--- src/hw/rtl/fps_pkg.sv ---
// ----------------------------------------------------------------------------
// fps_pkg
// Shared types and constants of the flight phase sequencer: phase and command
// codes, register indexes, timing constants and configuration reset values.
// ----------------------------------------------------------------------------
package fps_pkg;

    typedef enum logic [3:0] {
        PH_INIT      = 4'd0,
        PH_CALIB     = 4'd1,
        PH_FILL      = 4'd2,
        PH_ARMED     = 4'd3,
        PH_PRESS     = 4'd4,
        PH_IGNITION  = 4'd5,
        PH_BURN      = 4'd6,
        PH_ASCENT    = 4'd7,
        PH_DESCENT   = 4'd8,
        PH_LANDED    = 4'd9,
        PH_ABORT_GND = 4'd10,
        PH_ABORT_FLT = 4'd11
    } phase_t;

    typedef enum logic [2:0] {
        CMD_NONE       = 3'd0,
        CMD_CALIBRATE  = 3'd1,
        CMD_ABORT      = 3'd2,
        CMD_ARM        = 3'd3,
        CMD_PRESSURIZE = 3'd4,
        CMD_RECOVER    = 3'd5
    } cmd_t;

    typedef enum logic [2:0] {
        REG_CRITICAL_PRESSURE  = 3'd0,
        REG_OX_LOW_PRESSURE    = 3'd1,
        REG_OX_HIGH_PRESSURE   = 3'd2,
        REG_FUEL_LOW_PRESSURE  = 3'd3,
        REG_FUEL_HIGH_PRESSURE = 3'd4,
        REG_HOLD_DELAY_MS      = 3'd5,
        REG_BURN_LIMIT_MS      = 3'd6,
        REG_ASCENT_LIMIT_MS    = 3'd7
    } reg_idx_t;

    localparam int unsigned ADDR_W = 5;

    localparam logic [31:0] DESCENT_MIN_MS        = 32'd5000;
    localparam logic [31:0] DEPRESSURIZE_DELAY_MS = 32'd50000;

    localparam logic [15:0] CRITICAL_PRESSURE_RST  = 16'd65535;
    localparam logic [15:0] OX_LOW_PRESSURE_RST    = 16'd0;
    localparam logic [15:0] OX_HIGH_PRESSURE_RST   = 16'd65535;
    localparam logic [15:0] FUEL_LOW_PRESSURE_RST  = 16'd0;
    localparam logic [15:0] FUEL_HIGH_PRESSURE_RST = 16'd65535;
    localparam logic [31:0] HOLD_DELAY_MS_RST      = 32'd10000;
    localparam logic [31:0] BURN_LIMIT_MS_RST      = 32'd120000;
    localparam logic [31:0] ASCENT_LIMIT_MS_RST    = 32'd60000;

endpackage

--- src/hw/rtl/flight_phase_sequencer_unit.sv ---
// An accepted item waits in the input register and moves on to the result
// register when that register is empty or its result is being taken.
// Throughput: one item per cycle while out_stall is low; the phase update is a single pass of
// compares and 32-bit subtractions between the two registers.
// Reset: phase returns to init, timestamps, elapsed times and flags clear,
// configuration registers take their default values.
// ----------------------------------------------------------------------------
// flight_phase_sequencer_unit
// Twelve-phase vehicle sequencer with liftoff override, phase entry
// timestamps, elapsed times and one-shot action pulses. APB register port.
// ----------------------------------------------------------------------------
module flight_phase_sequencer_unit
(
    input  logic                      clk,
    input  logic                      rst_n,

    input  logic                      psel,
    input  logic                      penable,
    input  logic                      pwrite,
    input  logic [fps_pkg::ADDR_W-1:0] paddr,
    input  logic [31:0]               pwdata,
    output logic [31:0]               prdata,
    output logic                      pready,

    input  logic                      in_valid,
    output logic                      in_stall,
    input  logic [31:0]               now_ms,
    input  logic [2:0]                command,
    input  logic                      calibrated,
    input  logic                      fatal_fault,
    input  logic                      cutoff_seen,
    input  logic                      apogee_seen,
    input  logic                      touchdown_seen,
    input  logic                      imu_liftoff,
    input  logic                      force_liftoff,
    input  logic [15:0]               fuel_pressure,
    input  logic [15:0]               ox_pressure,

    output logic                      out_valid,
    input  logic                      out_stall,
    output logic [3:0]                phase,
    output logic                      phase_changed,
    output logic                      ignite_pulse,
    output logic                      abort_pulse,
    output logic                      pressurize_off_pulse,
    output logic                      engine_passivate_pulse,
    output logic                      tank_passivate_pulse,
    output logic                      liftoff_pulse,
    output logic                      lifted_off,
    output logic [31:0]               flight_time_ms
);
    import fps_pkg::*;

    // configuration
    logic [15:0] critical_pressure_reg;
    logic [15:0] ox_low_pressure_reg;
    logic [15:0] ox_high_pressure_reg;
    logic [15:0] fuel_low_pressure_reg;
    logic [15:0] fuel_high_pressure_reg;
    logic [31:0] hold_delay_ms_reg;
    logic [31:0] burn_limit_ms_reg;
    logic [31:0] ascent_limit_ms_reg;

    // input stage
    logic        in_valid_reg;
    logic [31:0] now_reg;
    logic [2:0]  cmd_reg;
    logic        calibrated_reg;
    logic        cata_reg;
    logic        cutoff_reg;
    logic        apogee_reg;
    logic        touchdown_reg;
    logic        imu_reg;
    logic        force_reg;
    logic [15:0] fuel_reg;
    logic [15:0] ox_reg;

    // sequencer state
    phase_t      phase_reg;
    logic [31:0] press_entry_reg;
    logic [31:0] liftoff_time_reg;
    logic [31:0] ascent_entry_reg;
    logic [31:0] descent_entry_reg;
    logic        liftoff_flag_reg;
    logic        tank_done_reg;
    logic [31:0] burn_elapsed_reg;
    logic [31:0] ascent_elapsed_reg;
    logic [31:0] descent_elapsed_reg;

    // result stage
    logic        out_valid_reg;
    logic [3:0]  res_phase_reg;
    logic        res_changed_reg;
    logic        res_ignite_reg;
    logic        res_abort_reg;
    logic        res_poff_reg;
    logic        res_epass_reg;
    logic        res_tpass_reg;
    logic        res_lift_reg;
    logic        res_lifted_reg;
    logic [31:0] res_ftime_reg;

    logic        advance;
    logic        accept;
    logic        cfg_write;
    reg_idx_t    cfg_idx;

    phase_t      normal_next;
    phase_t      phase_next;
    logic        changed;
    logic        abort_cmd;
    logic        held;
    logic        nominal;
    logic        enter_press;
    logic        enter_burn;
    logic        enter_ascent;
    logic        enter_descent;
    logic [31:0] press_entry_next;
    logic [31:0] liftoff_time_next;
    logic [31:0] ascent_entry_next;
    logic [31:0] descent_entry_next;
    logic        liftoff_flag_next;
    logic        tank_done_eff;
    logic        tank_done_next;
    logic        tpass;
    logic [31:0] descent_since;
    logic [31:0] burn_elapsed_next;
    logic [31:0] ascent_elapsed_next;
    logic [31:0] descent_elapsed_next;
    logic [31:0] ftime;

    // ------------------------------------------------------------------
    // register port
    // ------------------------------------------------------------------
    assign pready    = 1'b1;
    assign cfg_write = psel && penable && pwrite && pready;
    assign cfg_idx   = reg_idx_t'(paddr[ADDR_W-1:2]);

    always_comb
    begin
        case (cfg_idx)
            REG_CRITICAL_PRESSURE:  prdata = {16'd0, critical_pressure_reg};
            REG_OX_LOW_PRESSURE:    prdata = {16'd0, ox_low_pressure_reg};
            REG_OX_HIGH_PRESSURE:   prdata = {16'd0, ox_high_pressure_reg};
            REG_FUEL_LOW_PRESSURE:  prdata = {16'd0, fuel_low_pressure_reg};
            REG_FUEL_HIGH_PRESSURE: prdata = {16'd0, fuel_high_pressure_reg};
            REG_HOLD_DELAY_MS:      prdata = hold_delay_ms_reg;
            REG_BURN_LIMIT_MS:      prdata = burn_limit_ms_reg;
            REG_ASCENT_LIMIT_MS:    prdata = ascent_limit_ms_reg;
            default:                prdata = 32'd0;
        endcase
    end

    always_ff @(posedge clk or negedge rst_n)
    begin
        if (!rst_n)
        begin
            critical_pressure_reg  <= CRITICAL_PRESSURE_RST;
            ox_low_pressure_reg    <= OX_LOW_PRESSURE_RST;
            ox_high_pressure_reg   <= OX_HIGH_PRESSURE_RST;
            fuel_low_pressure_reg  <= FUEL_LOW_PRESSURE_RST;
            fuel_high_pressure_reg <= FUEL_HIGH_PRESSURE_RST;
            hold_delay_ms_reg      <= HOLD_DELAY_MS_RST;
            burn_limit_ms_reg      <= BURN_LIMIT_MS_RST;
            ascent_limit_ms_reg    <= ASCENT_LIMIT_MS_RST;
        end
        else if (cfg_write)
        begin
            case (cfg_idx)
                REG_CRITICAL_PRESSURE:  critical_pressure_reg  <= pwdata[15:0];
                REG_OX_LOW_PRESSURE:    ox_low_pressure_reg    <= pwdata[15:0];
                REG_OX_HIGH_PRESSURE:   ox_high_pressure_reg   <= pwdata[15:0];
                REG_FUEL_LOW_PRESSURE:  fuel_low_pressure_reg  <= pwdata[15:0];
                REG_FUEL_HIGH_PRESSURE: fuel_high_pressure_reg <= pwdata[15:0];
                REG_HOLD_DELAY_MS:      hold_delay_ms_reg      <= pwdata;
                REG_BURN_LIMIT_MS:      burn_limit_ms_reg      <= pwdata;
                REG_ASCENT_LIMIT_MS:    ascent_limit_ms_reg    <= pwdata;
                default:                ;
            endcase
        end
    end

    // ------------------------------------------------------------------
    // handshake: move an item on when the result register is free
    // ------------------------------------------------------------------
    assign advance   = in_valid_reg && (!out_valid_reg || !out_stall);
    assign in_stall  = in_valid_reg && !advance;
    assign accept    = in_valid && !in_stall;
    assign out_valid = out_valid_reg;

    always_ff @(posedge clk or negedge rst_n)
    begin
        if (!rst_n)
        begin
            in_valid_reg  <= 1'b0;
            out_valid_reg <= 1'b0;
        end
        else
        begin
            if (accept)
                in_valid_reg <= 1'b1;
            else if (advance)
                in_valid_reg <= 1'b0;

            if (advance)
                out_valid_reg <= 1'b1;
            else if (!out_stall)
                out_valid_reg <= 1'b0;
        end
    end

    always_ff @(posedge clk)
    begin
        if (accept)
        begin
            now_reg        <= now_ms;
            cmd_reg        <= command;
            calibrated_reg <= calibrated;
            cata_reg       <= fatal_fault;
            cutoff_reg     <= cutoff_seen;
            apogee_reg     <= apogee_seen;
            touchdown_reg  <= touchdown_seen;
            imu_reg        <= imu_liftoff;
            force_reg      <= force_liftoff;
            fuel_reg       <= fuel_pressure;
            ox_reg         <= ox_pressure;
        end
    end

    // ------------------------------------------------------------------
    // phase transition
    // ------------------------------------------------------------------
    assign abort_cmd = (cmd_reg == CMD_ABORT);
    assign held      = (now_reg - press_entry_reg) >= hold_delay_ms_reg;
    assign nominal   = (ox_reg < ox_high_pressure_reg) && (fuel_reg < fuel_high_pressure_reg)
                    && (ox_reg > ox_low_pressure_reg) && (fuel_reg > fuel_low_pressure_reg);

    always_comb
    begin
        case (phase_reg)
            PH_INIT:
                normal_next = (cmd_reg == CMD_CALIBRATE) ? PH_FILL : PH_INIT;
            PH_CALIB:
                normal_next = abort_cmd ? PH_ABORT_GND : (calibrated_reg ? PH_FILL : PH_CALIB);
            PH_FILL:
                normal_next = abort_cmd ? PH_ABORT_GND
                            : ((cmd_reg == CMD_ARM) ? PH_ARMED : PH_FILL);
            PH_ARMED:
                normal_next = abort_cmd ? PH_ABORT_GND
                            : ((cmd_reg == CMD_PRESSURIZE) ? PH_PRESS : PH_ARMED);
            PH_PRESS:
            begin
                if (abort_cmd || fuel_reg > critical_pressure_reg
                    || ox_reg > critical_pressure_reg)
                    normal_next = PH_ABORT_GND;
                else
                    normal_next = (held && nominal) ? PH_IGNITION : PH_PRESS;
            end
            PH_IGNITION:
                normal_next = (cata_reg || abort_cmd) ? PH_ABORT_GND : PH_BURN;
            PH_BURN:
            begin
                if (cata_reg || abort_cmd)
                    normal_next = PH_ABORT_FLT;
                else
                    normal_next = (cutoff_reg || burn_elapsed_reg > burn_limit_ms_reg)
                                ? PH_ASCENT : PH_BURN;
            end
            PH_ASCENT:
            begin
                if (cata_reg || abort_cmd)
                    normal_next = PH_ABORT_FLT;
                else
                    normal_next = (apogee_reg || ascent_elapsed_reg > ascent_limit_ms_reg)
                                ? PH_DESCENT : PH_ASCENT;
            end
            PH_DESCENT:
            begin
                if (cata_reg || abort_cmd)
                    normal_next = PH_ABORT_FLT;
                else
                    normal_next = (touchdown_reg && descent_elapsed_reg > DESCENT_MIN_MS)
                                ? PH_LANDED : PH_DESCENT;
            end
            PH_LANDED:
                normal_next = abort_cmd ? PH_ABORT_GND : PH_LANDED;
            PH_ABORT_GND:
                normal_next = (cmd_reg == CMD_RECOVER) ? PH_INIT : PH_ABORT_GND;
            PH_ABORT_FLT:
                normal_next = (cmd_reg == CMD_RECOVER) ? PH_INIT : PH_ABORT_FLT;
            default:
                normal_next = PH_ABORT_GND;
        endcase
    end

    // liftoff override wins over any pre-flight transition
    always_comb
    begin
        if ((force_reg || imu_reg) && (phase_reg <= PH_IGNITION))
            phase_next = PH_BURN;
        else
            phase_next = normal_next;
    end

    assign changed       = (phase_next != phase_reg);
    assign enter_press   = changed && (phase_next == PH_PRESS);
    assign enter_burn    = changed && (phase_next == PH_BURN);
    assign enter_ascent  = changed && (phase_next == PH_ASCENT);
    assign enter_descent = changed && (phase_next == PH_DESCENT);

    assign press_entry_next   = enter_press   ? now_reg : press_entry_reg;
    assign liftoff_time_next  = enter_burn    ? now_reg : liftoff_time_reg;
    assign ascent_entry_next  = enter_ascent  ? now_reg : ascent_entry_reg;
    assign descent_entry_next = enter_descent ? now_reg : descent_entry_reg;
    assign liftoff_flag_next  = liftoff_flag_reg || enter_burn;

    // re-arm tank passivation on each descent entry
    assign tank_done_eff  = tank_done_reg && !enter_descent;
    assign descent_since  = now_reg - descent_entry_next;
    assign tpass          = (phase_next == PH_DESCENT) && !tank_done_eff
                         && (descent_since >= DEPRESSURIZE_DELAY_MS);
    assign tank_done_next = tank_done_eff || tpass;

    assign burn_elapsed_next    = (phase_next == PH_BURN) ? (now_reg - liftoff_time_next)
                                : burn_elapsed_reg;
    assign ascent_elapsed_next  = (phase_next == PH_ASCENT) ? (now_reg - ascent_entry_next)
                                : ascent_elapsed_reg;
    assign descent_elapsed_next = (phase_next == PH_DESCENT) ? descent_since
                                : descent_elapsed_reg;
    assign ftime = liftoff_flag_next ? (now_reg - liftoff_time_next) : 32'd0;

    always_ff @(posedge clk or negedge rst_n)
    begin
        if (!rst_n)
        begin
            phase_reg           <= PH_INIT;
            press_entry_reg     <= 32'd0;
            liftoff_time_reg    <= 32'd0;
            ascent_entry_reg    <= 32'd0;
            descent_entry_reg   <= 32'd0;
            liftoff_flag_reg    <= 1'b0;
            tank_done_reg       <= 1'b0;
            burn_elapsed_reg    <= 32'd0;
            ascent_elapsed_reg  <= 32'd0;
            descent_elapsed_reg <= 32'd0;
        end
        else if (advance)
        begin
            phase_reg           <= phase_next;
            press_entry_reg     <= press_entry_next;
            liftoff_time_reg    <= liftoff_time_next;
            ascent_entry_reg    <= ascent_entry_next;
            descent_entry_reg   <= descent_entry_next;
            liftoff_flag_reg    <= liftoff_flag_next;
            tank_done_reg       <= tank_done_next;
            burn_elapsed_reg    <= burn_elapsed_next;
            ascent_elapsed_reg  <= ascent_elapsed_next;
            descent_elapsed_reg <= descent_elapsed_next;
        end
    end

    // ------------------------------------------------------------------
    // result register
    // ------------------------------------------------------------------
    always_ff @(posedge clk)
    begin
        if (advance)
        begin
            res_phase_reg   <= phase_next;
            res_changed_reg <= changed;
            res_ignite_reg  <= changed && (phase_next == PH_IGNITION);
            res_abort_reg   <= changed && ((phase_next == PH_ABORT_GND)
                                         || (phase_next == PH_ABORT_FLT));
            res_poff_reg    <= enter_ascent;
            res_epass_reg   <= enter_descent;
            res_tpass_reg   <= tpass;
            res_lift_reg    <= enter_burn;
            res_lifted_reg  <= liftoff_flag_next;
            res_ftime_reg   <= ftime;
        end
    end

    assign phase                  = res_phase_reg;
    assign phase_changed          = res_changed_reg;
    assign ignite_pulse           = res_ignite_reg;
    assign abort_pulse            = res_abort_reg;
    assign pressurize_off_pulse   = res_poff_reg;
    assign engine_passivate_pulse = res_epass_reg;
    assign tank_passivate_pulse   = res_tpass_reg;
    assign liftoff_pulse          = res_lift_reg;
    assign lifted_off             = res_lifted_reg;
    assign flight_time_ms         = res_ftime_reg;

endmodule
--- config.mk ---
export PLATFORM = sky130hd
export DESIGN_NAME = flight_phase_sequencer_unit
export DESIGN_NICKNAME = d
export VERILOG_FILES = /design/src/hw/rtl/fps_pkg.sv /design/src/hw/rtl/flight_phase_sequencer_unit.sv
export SDC_FILE = /design/constraint.sdc
export NUM_CORES = 1
export LEC_CHECK = 0
export BUFFER_PORTS_ARGS = -buffer_cell sky130_fd_sc_hd__clkbuf_2
export CORE_MARGIN = 3
export CORE_UTILIZATION = 28
export DETAILED_ROUTE_END_ITERATION = 10
export GPL_TIMING_DRIVEN = 1
export PLACE_DENSITY_LB_ADDON = 0.1
export SLEW_MARGIN = 20
export SYNTH_ARGS = -nofsm -noshare
export SYNTH_HDL_FRONTEND = slang
export SYNTH_SLANG_ARGS = --single-unit
--- constraint.sdc ---
create_clock -name clk -period 10.8 [get_ports clk]
set_input_delay 3.24 -clock clk [delete_from_list [all_inputs] [get_ports clk]]
set_output_delay 3.24 -clock clk [all_outputs]
set_load 0.05 [all_outputs]
==> results.cfg, run 1 <==
[outcome]
status = finished clean

[synthesis]
synth_cell_type_count = 93
syn-instance-count = 3361
syn_area_sq_mm = 0.0318
async_flop_share = 0.776
yosys_warnings = 0
synth-seq-area-share = 0.435
synth-edff-count = 118
ys_ff_latch = 526
syn-num-nets = 3796
avgSynthCellArea_sq_um = 9.47
synthFlopType = dfrtp_1

[worst_setup_path]
cp_data_required_time_ns = 11.18
critPathMaxStageDelay_ns = 0.55
crit_type = flop to flop
critical_path.endpoint_type = flop
path_max_fanout = 6
worst_path_most_repeated_cell = a21oi_2
critPathArrivalTime_ns = 10.77
reg2reg_depth = 54
crit_path_top_delay_cell = or4b_4
critPathLaunchType = flop

[floorplanning]
die_h_um = 343
design.core.area_sq_mm = 0.113
rows = 123
start_util = 0.283
die_w_um = 343
num_io_pins = 197
die-area_sq_mm = 0.118

[place]
dp_hpwl_um = 81800
place_ws_ns = -1.34
io_buffers = 193
dpl.cell_count = 5208
place_congestion = 0.843

[clock_network]
cts_sinks = 526
clock_path_buffers = 3
cts_tree = done
root_buffer = clkbuf_16
cts_buffers = 72
clk_latency_ns = 0.64
clkTransAtPathRegs_ns = 0.06
ctsHtreeMaxLevel = 3

[timing]
max_freq_mhz = 96.3
rsz0062_at_grt = yes
slew_headroom = 0.364
drv_slew = 0
worst_pin_slew_ns = 0.949
fin_crit_sh = 0.961
finClkSkew_ns = 0.0273
final.setup.worst_slack_ns = 0.416
hold_violations = 0
period_minus_slack_ns = 10.38
finalSetupViolCount = 0

[finish]
nets = 4287
drive_gt1_frac = 0.249
nFillCells = 11600
fin_cells = 5411
n_antenna_cell = 0
area_growth_syn_to_layout_pct = 25.6

[routing]
vias = 25600
wl_per_cell_um = 19.9
vias_per_cell = 4.73
ant_nets = 0
drc_errors = 0
initialDrtViolationCount = 1543
drt-total-wl_um = 108000
drtPass1Iterations = 5

[global_route]
globalRoute.totalOverflow = 0
gr-usage-all-layers = 0.183
antenna_found_initial = 0
grt_pass1_vias = 25400
grt_max_degree = 126
grt_pass1_wl_um = 162000

[power]
p_comb_frac = 0.559
totalPowerFinal_mw = 12.6
internal_power_mw = 7.28
p_sw_frac = 0.420
p_sw_mw = 5.27
p_clk_frac = 0.191
total_leakage_power_nw = 18.8
ir_drop_uv = 158
p_per_area_mw_per_mm2 = 314
seqPwrFrac = 0.250

[worst_hold_path]
hp-class = flop to flop
hold_depth = 2

[run]
max-cap-violations = 0
-- cell type report --
cell class,instances,area [sq um],area share
clock inverter,41,408,0.0102
clock buffer,92,1940,0.0484
multi-input combinational,2404,17100,0.427
inverter,294,1100,0.0276
sequential,526,13800,0.346
tap,1500,1880,0.0469
timing repair buffer,554,3740,0.0936
-- power by group through the flow --
stage | clock network, mW | registers [mW] | logic (mW)
3_3_place_gp | 0 | 3.16 | 6.37
6_report | 2.40 | 3.14 | 7.02
4_1_cts | 2.50 | 3.14 | 6.74
5_1_grt | 2.57 | 3.22 | 7.79
2_1_floorplan | 0 | 3.31 | 3.53
3_5_place_dp | 0 | 3.17 | 6.39
-- what timing repair did --
action / in CTS / in global routing
resized for setup: 87 / 115
hold endpoints to repair: 0 / 0
endpoints found under the setup margin: 66 / 66
buffers inserted: 51 / 19
pin swaps: 36 / 70
hold buffers: 0 / 0
-- metrics by stage --
step	instance area, sq um	hold WS, ns	utilization	setup TNS, ns
2_1_floorplan	31800	0.438	-	0
3_3_place_gp	36400	0.457	0.323	-37.82
3_5_place_dp	36400	0.462	0.323	-44.07
4_1_cts	39400	0.475	0.350	0
5_1_grt	40000	0.486	0.355	-0.894
6_report	40000	0.470	0.355	0
-- worst paths after layout --
check	startpoint	to	slack, ns
worst max-delay path	now_reg[0]	tank_passivate_pulse	0.42
worst min-delay path	descent_elapsed_reg[15]	descent_elapsed_reg[15]	0.47
worst max register to register	now_reg[0]	tank_passivate_pulse	0.42
worst min register to register	descent_elapsed_reg[15]	descent_elapsed_reg[15]	0.47
max in group asynchronous	rst_n	ascent_entry_reg[22]	6.33
min in group asynchronous	rst_n	burn_limit_ms_reg[24]	2.60
-- logic make-up after synthesis --
| family | count (synthesis) | synth area share |
|---|---|---|
| and+or+nand+nor | 947 | 0.136 |
| AOI/OAI and AO/OA | 865 | 0.162 |
| DFF | 526 | 0.435 |
| buffers and inverters | 431 | 0.0525 |
| adders and majority gates | 317 | 0.126 |
| muxes | 192 | 0.0669 |
| xor gates and xnor gates | 82 | 0.0226 |
| other | 1 | 0.000118 |
-- layout by cell type, fill, tap and decap left out, types with 12 or more instances in the layout --
cell type / synthesis / routed
nand2_1: 466 / 463
and3_1: 29 / 29
a21oi_1: 171 / 141
a21o_1: 55 / 55
xnor2_1: 50 / 43
edfxtp_1: 118 / 118
nor3_1: 44 / 40
o31ai_1: 18 / 17
nor4_1: 16 / 16
buf_4: 8 / 353
clkbuf_1: 105 / 14
nand3_1: 56 / 48
dfstp_2: 67 / 67
a22oi_1: 13 / 13
nand2b_1: 30 / 29
inv_1: 292 / 290
dfrtp_1: 341 / 341
nor2b_1: 43 / 42
a211oi_1: 24 / 21
clkbuf_2: 8 / 192
mux2_2: 75 / 75
nand4_1: 44 / 44
or2_2: 12 / 12
nor2_1: 160 / 152
a21oi_2: 1 / 30
clkbuf_16: 0 / 72
o211ai_1: 14 / 14
ha_1: 313 / 309
o21ai_1: 3 / 20
mux2i_1: 108 / 106
o21ai_0: 407 / 364
xor2_1: 32 / 32
o21ai_2: 0 / 25
a31oi_1: 27 / 19
-- cell usage after synthesis (43+ instances only) --
cell      instances  area [sq um]
mux2i_1         108          1080
a21o_1           55           413
dfstp_2          67          1760
mux2_2           75           845
inv_1           292          1100
ha_1            313          3920
nand4_1          44           275
nand3_1          56           280
nor2_1          160           601
nand2_1         466          1750
a21oi_1         171           856
nor2b_1          43           269
xnor2_1          50           438
dfrtp_1         341          8530
nor3_1           44           220
clkbuf_1        105           394
o21ai_0         407          2040
edfxtp_1        118          3540
-- metal layers --
metal	track usage	wire length [um]	vias to the layer above
met5	0	0	-
met4	0.0526	2980	0
met3	0.0269	4140	134
met2	0.283	47600	417
met1	0.263	52900	12200
li1	-	-	12900
-- critical path, delay by kind of cell, from the launching register on --
family,cells,cell delay (ns)
buffers and inverters,8,1.06
adders and majority gates,4,1.09
AOI/OAI and AO/OA,33,5.85
DFF,1,0.37
muxes,1,0.11
xor gates and xnor gates,1,0.28
and+or+nand+nor,7,1.39
Power figures use the tool's default switching activity.
==> run 2: changes to the inputs <==
--- a/config.mk
+++ b/config.mk
@@ -6,6 +6,7 @@
 export NUM_CORES = 1
 export LEC_CHECK = 0
 export BUFFER_PORTS_ARGS = -buffer_cell sky130_fd_sc_hd__clkbuf_2
+export CAP_MARGIN = 40
 export CORE_MARGIN = 3
 export CORE_UTILIZATION = 28
 export DETAILED_ROUTE_END_ITERATION = 10
==> constraint.sdc (replaced) <==
create_clock -name clk -period 10.8 [get_ports clk]
set_input_delay 0.54 -clock clk [delete_from_list [all_inputs] [get_ports clk]]
set_output_delay 0.54 -clock clk [all_outputs]
set_load 0.05 [all_outputs]
==> results.cfg, run 2 (synthesis results as in run 1) <==
[outcome]
status = finished clean

[power]
p_sw_frac = 0.426
internal_power_mw = 6.86
seqPwrFrac = 0.265
totalPowerFinal_mw = 12.0
ir_drop_uv = 151
p_clk_frac = 0.202
p_comb_frac = 0.533
p_sw_mw = 5.09
total_leakage_power_nw = 18.2
p_per_area_mw_per_mm2 = 307

[global_route]
antenna_found_initial = 2
gr-usage-all-layers = 0.184
globalRoute.totalOverflow = 0
grt_pass1_wl_um = 162000
grt_pass1_vias = 25200
grt_max_degree = 113

[finish]
n_antenna_cell = 0
nets = 4163
regArea_sq_mm = 0.0138
drive_gt1_frac = 0.218
final_common_cell = nand2_1
layout_common_cells = 465 x nand2_1, 368 x o21ai_0, 341 x dfrtp_1
final_util = 0.345
multi_input_area_sq_mm = 0.0169
nFillCells = 11800
area_growth_syn_to_layout_pct = 22.3

[place]
dp_hpwl_um = 82200
io_buffers = 193
place_ws_ns = -0.757
place_congestion = 0.863

[clock_network]
clock_path_buffers = 3
cts_buffers = 71
cts_tree = done
clkTransAtPathRegs_ns = 0.06
root_buffer = clkbuf_16
cts_sinks = 526
clk_latency_ns = 0.64
ctsHtreeMaxLevel = 3

[timing]
hold_violations = 0
final.setup.worst_slack_ns = 0.488
slew_headroom = 0.423
finalSetupTns_ns = 0
finClkSkew_ns = 0.0357
finalSetupViolCount = 0
rsz0062_at_grt = yes
period_minus_slack_ns = 10.31
worst_pin_slew_ns = 0.866
max_freq_mhz = 97.0
fin_crit_sh = 0.955
drv_slew = 0

[routing]
drc_errors = 0
wl_per_cell_um = 20.6
vias = 25400
drtPass1Iterations = 7
drt-total-wl_um = 109000
initialDrtViolationCount = 1661
ant_nets = 0
vias_per_cell = 4.81

[floorplanning]
num_io_pins = 197
start_util = 0.283
die-area_sq_mm = 0.118
die_w_um = 343
design.core.area_sq_mm = 0.113
rows = 123
die_h_um = 343

[worst_setup_path]
critPathLaunchType = flop
critPathArrivalTime_ns = 10.81
critical_path.endpoint_type = flop
r2r_setup_slack_ns = 0.49
worst_path_most_repeated_cell = a21oi_2
cp_data_required_time_ns = 11.30
crit_type = flop to flop
path_max_fanout = 6
critPathMaxStageDelay_ns = 0.43
crit_path_top_delay_cell = o41a_1

[run]
max-cap-violations = 0

[worst_hold_path]
hp-class = input port to flop
[run 2: changes by cell type in the layout (fill, tap and decap cells not counted), sizes merged]
cell / previous run / this run
buf: 362 / 236
clkinvlp: 5 / 4
clkbuf: 284 / 287
clkdlybuf4s15: 0 / 2
clkinv: 23 / 25
inv: 301 / 295
dlygate4sd3: 0 / 1
bufinv: 6 / 7
[run 2: metrics by stage]
step | instances | cell area [sq um] | hold WS [ns]
after floorplan | 3361 | 31800 | 0.244
after global placement | 5117 | 35700 | 0.460
after detailed placement | 5123 | 35800 | 0.463
after CTS | 5274 | 38400 | 0.00797
after global routing | 5287 | 38900 | 0.0392
final | 5287 | 38900 | 0.0759
[run 2: final cells by class]
type                       count  share of cell area
clock buffer                  95              0.0510
clock inverter                37             0.00977
inverter                     294              0.0284
multi-input combinational   2404               0.434
sequential                   526               0.356
tap                         1500              0.0482
timing repair buffer         431              0.0732
[run 2: layer usage]
layer | share of wire | GRT usage | up-vias
li1 | - | - | 12600
met1 | 0.49 | 0.264 | 12200
met2 | 0.45 | 0.290 | 445
met3 | 0.037 | 0.0241 | 135
met4 | 0.024 | 0.0507 | 4
met5 | 0.00022 | 0 | -
[run 2: path summary, 6_finish.rpt]
check	from	to	cells past startpoint
min reg2reg	ascent_entry_reg[0]	ascent_entry_reg[0]	2
max in group asynchronous	rst_n	hold_delay_ms_reg[4]	5
max reg2reg	now_reg[0]	burn_elapsed_reg[27]	57
min in group asynchronous	rst_n	hold_delay_ms_reg[30]	2
max	now_reg[0]	burn_elapsed_reg[27]	57
min	fuel_pressure[1]	fuel_reg[1]	1
[run 2: timing repair]
| action | CTS | global route |
|---|---|---|
| endpoints found under the setup margin | 46 | 68 |
| hold endpoints to repair | 1 | 0 |
| buffers inserted | 18 | 12 |
| gates resized for setup | 52 | 111 |
| cloned | 0 | 0 |
| hold buffers | 1 | 0 |
| pin swaps | 23 | 67 |
[run 2: power by group through the flow]
stage	logic [mW]	registers, mW	clock network [mW]
floorplan	3.53	3.31	0
global placement	6.00	3.19	0
detailed placement	5.98	3.19	0
CTS	6.17	3.17	2.51
global route	7.09	3.24	2.58
finish	6.37	3.16	2.42
[run 2: critical path, delay by kind of cell, from the launching register on]
family / cells / cell delay [ns]
compound gates: 37 / 6.34
xor+xnor: 2 / 0.22
fa+ha+maj: 4 / 0.98
buf+inv: 4 / 0.40
flops: 1 / 0.39
simple gates: 10 / 1.81
==> run 3: changes to the inputs <==
==> constraint.sdc (replaced) <==
create_clock -name clk -period 10.8 [get_ports clk]
set_input_delay 1.08 -clock clk [delete_from_list [all_inputs] [get_ports clk]]
set_output_delay 1.08 -clock clk [all_outputs]
set_load 0.05 [all_outputs]
==> results.cfg, run 3 (synthesis results as in run 1) <==
[outcome]
status = finished clean

[worst_setup_path]
critPathArrivalTime_ns = 10.84
reg2reg_to = tank_done_reg
crit_type = flop to flop
crit_end = tank_done_reg
worstSetupStartpoint = now_reg[0]
r2r_setup_slack_ns = 0.46
reg2reg_depth = 55
cp_data_required_time_ns = 11.31
critPathLaunchType = flop
path_max_fanout = 6
worst_path_most_repeated_cell = a21oi_2
crit_path_top_delay_cell = or4b_4
critical_path.endpoint_type = flop
r2r_start = now_reg[0]
critPathMaxStageDelay_ns = 0.51

[global_route]
grt_pass1_vias = 25100
antenna_found_initial = 4
grt_max_degree = 129
grt_pass1_wl_um = 164000
gr-usage-all-layers = 0.184
globalRoute.totalOverflow = 0

[run]
max-cap-violations = 0

[routing]
vias = 25500
drtPass1Iterations = 5
vias_per_cell = 4.79
ant_nets = 0
drc_errors = 0
wl_per_cell_um = 20.5
drt-total-wl_um = 109000
initialDrtViolationCount = 1286

[clock_network]
ctsHtreeMaxLevel = 3
cts_tree = done
root_buffer = clkbuf_16
clk_latency_ns = 0.64
cts_sinks = 526
cts_buffers = 71
clkTransAtPathRegs_ns = 0.06
clock_path_buffers = 3

[floorplanning]
die_h_um = 343
num_io_pins = 197
start_util = 0.283
rows = 123
die-area_sq_mm = 0.118
die_w_um = 343
design.core.area_sq_mm = 0.113

[place]
place_congestion = 0.873
dpl.cell_count = 5169
io_buffers = 193
dp_hpwl_um = 82900

[finish]
fin_cells = 5335
final_common_cell = nand2_1
layout_common_cells = 464 x nand2_1, 368 x o21ai_0, 341 x dfrtp_1
area_growth_syn_to_layout_pct = 23.9
regArea_sq_mm = 0.0138
final_util = 0.350
multi_input_area_sq_mm = 0.0169
nFillCells = 11700
drive_gt1_frac = 0.233
nets = 4211

[power]
ir_drop_uv = 159
p_per_area_mw_per_mm2 = 311
total_leakage_power_nw = 18.5

[timing]
period_minus_slack_ns = 10.34
max_freq_mhz = 96.7
drv_slew = 0
rsz0062_at_grt = yes
fin_crit_sh = 0.957
slew_headroom = 0.415
worst_pin_slew_ns = 0.877
hold_violations = 0
finClkSkew_ns = 0.0360
finalSetupViolCount = 0

[worst_hold_path]
hp-class = input port to async pin
## run 3: cell count changes in the layout (fill, tap and decap cells not counted), sizes merged
| cell | previous run | this run |
|---|---|---|
| clkbuf | 287 | 286 |
| bufinv | 7 | 10 |
| inv | 295 | 296 |
| clkinv | 25 | 20 |
| clkinvlp | 4 | 5 |
| clkdlybuf4s15 | 2 | 1 |
| diode | 0 | 1 |
| buf | 236 | 286 |
| dlygate4sd3 | 1 | 0 |
## run 3: layer usage
layer | vias to the layer above | part of all wire | global-route usage
li1 | 12700 | - | -
met1 | 12300 | 0.51 | 0.270
met2 | 395 | 0.44 | 0.283
met3 | 138 | 0.029 | 0.0231
met4 | 4 | 0.027 | 0.0526
met5 | - | 0.00023 | 0
## run 3: critical path, delay by kind of cell, from the launching register on
| kind | cells | cell delay [ns] |
|---|---|---|
| compound gates | 35 | 6.16 |
| simple gates | 7 | 1.33 |
| xor+xnor | 2 | 0.36 |
| flops | 1 | 0.37 |
| buf+inv | 6 | 0.65 |
| fa+ha+maj | 5 | 1.34 |
## run 3: area by class of cell
cell class	instances	area share
multi-input cells	2404	0.429
repair buffers	479	0.0825
flip-flops and latches	526	0.351
inverters	294	0.0280
diodes	1	0.0000634
well taps	1500	0.0476
clock inverters	37	0.0119
clock buffers	94	0.0499
## run 3: timing repair
action / CTS / global route
pin swaps: 28 / 84
hold buffers: 0 / 0
setup buffers: 19 / 15
resized for setup: 55 / 124
endpoints found under the setup margin: 58 / 68
## run 3: worst min-delay path by stage
stage	depth (start not counted)	slack, ns	end	from
final	1	0.45	hold_delay_ms_reg[24]	rst_n
after global routing	2	0.50	burn_elapsed_reg[1]	burn_elapsed_reg[1]
after CTS	1	0.48	ascent_elapsed_reg[22]	rst_n
after detailed placement	2	0.47	descent_elapsed_reg[8]	descent_elapsed_reg[8]
after global placement	2	0.46	descent_elapsed_reg[5]	descent_elapsed_reg[5]
after floorplan	2	0.44	descent_elapsed_reg[15]	descent_elapsed_reg[15]
## run 3: through the flow
step / setup TNS [ns] / setup slack, ns / hold WS (ns) / power [mW] / cell area, sq um
after CTS: 0 / 0.000155 / 0.475 / 12.1 / 38900
after global placement: -19.94 / -0.805 / 0.461 / 9.35 / 36000
after global routing: -1.29 / -0.198 / 0.502 / 13.2 / 39400
final: 0 / 0.461 / 0.454 / 12.3 / 39500
after detailed placement: -28.75 / -0.974 / 0.466 / 9.36 / 36200
after floorplan: 0 / 0.284 / 0.438 / 6.84 / 31800
## run 3: power breakdown
part | switching [mW] | internal [mW]
logic | 3.76 | 2.84
clock network | 0.981 | 1.53
registers | 0.388 | 2.78
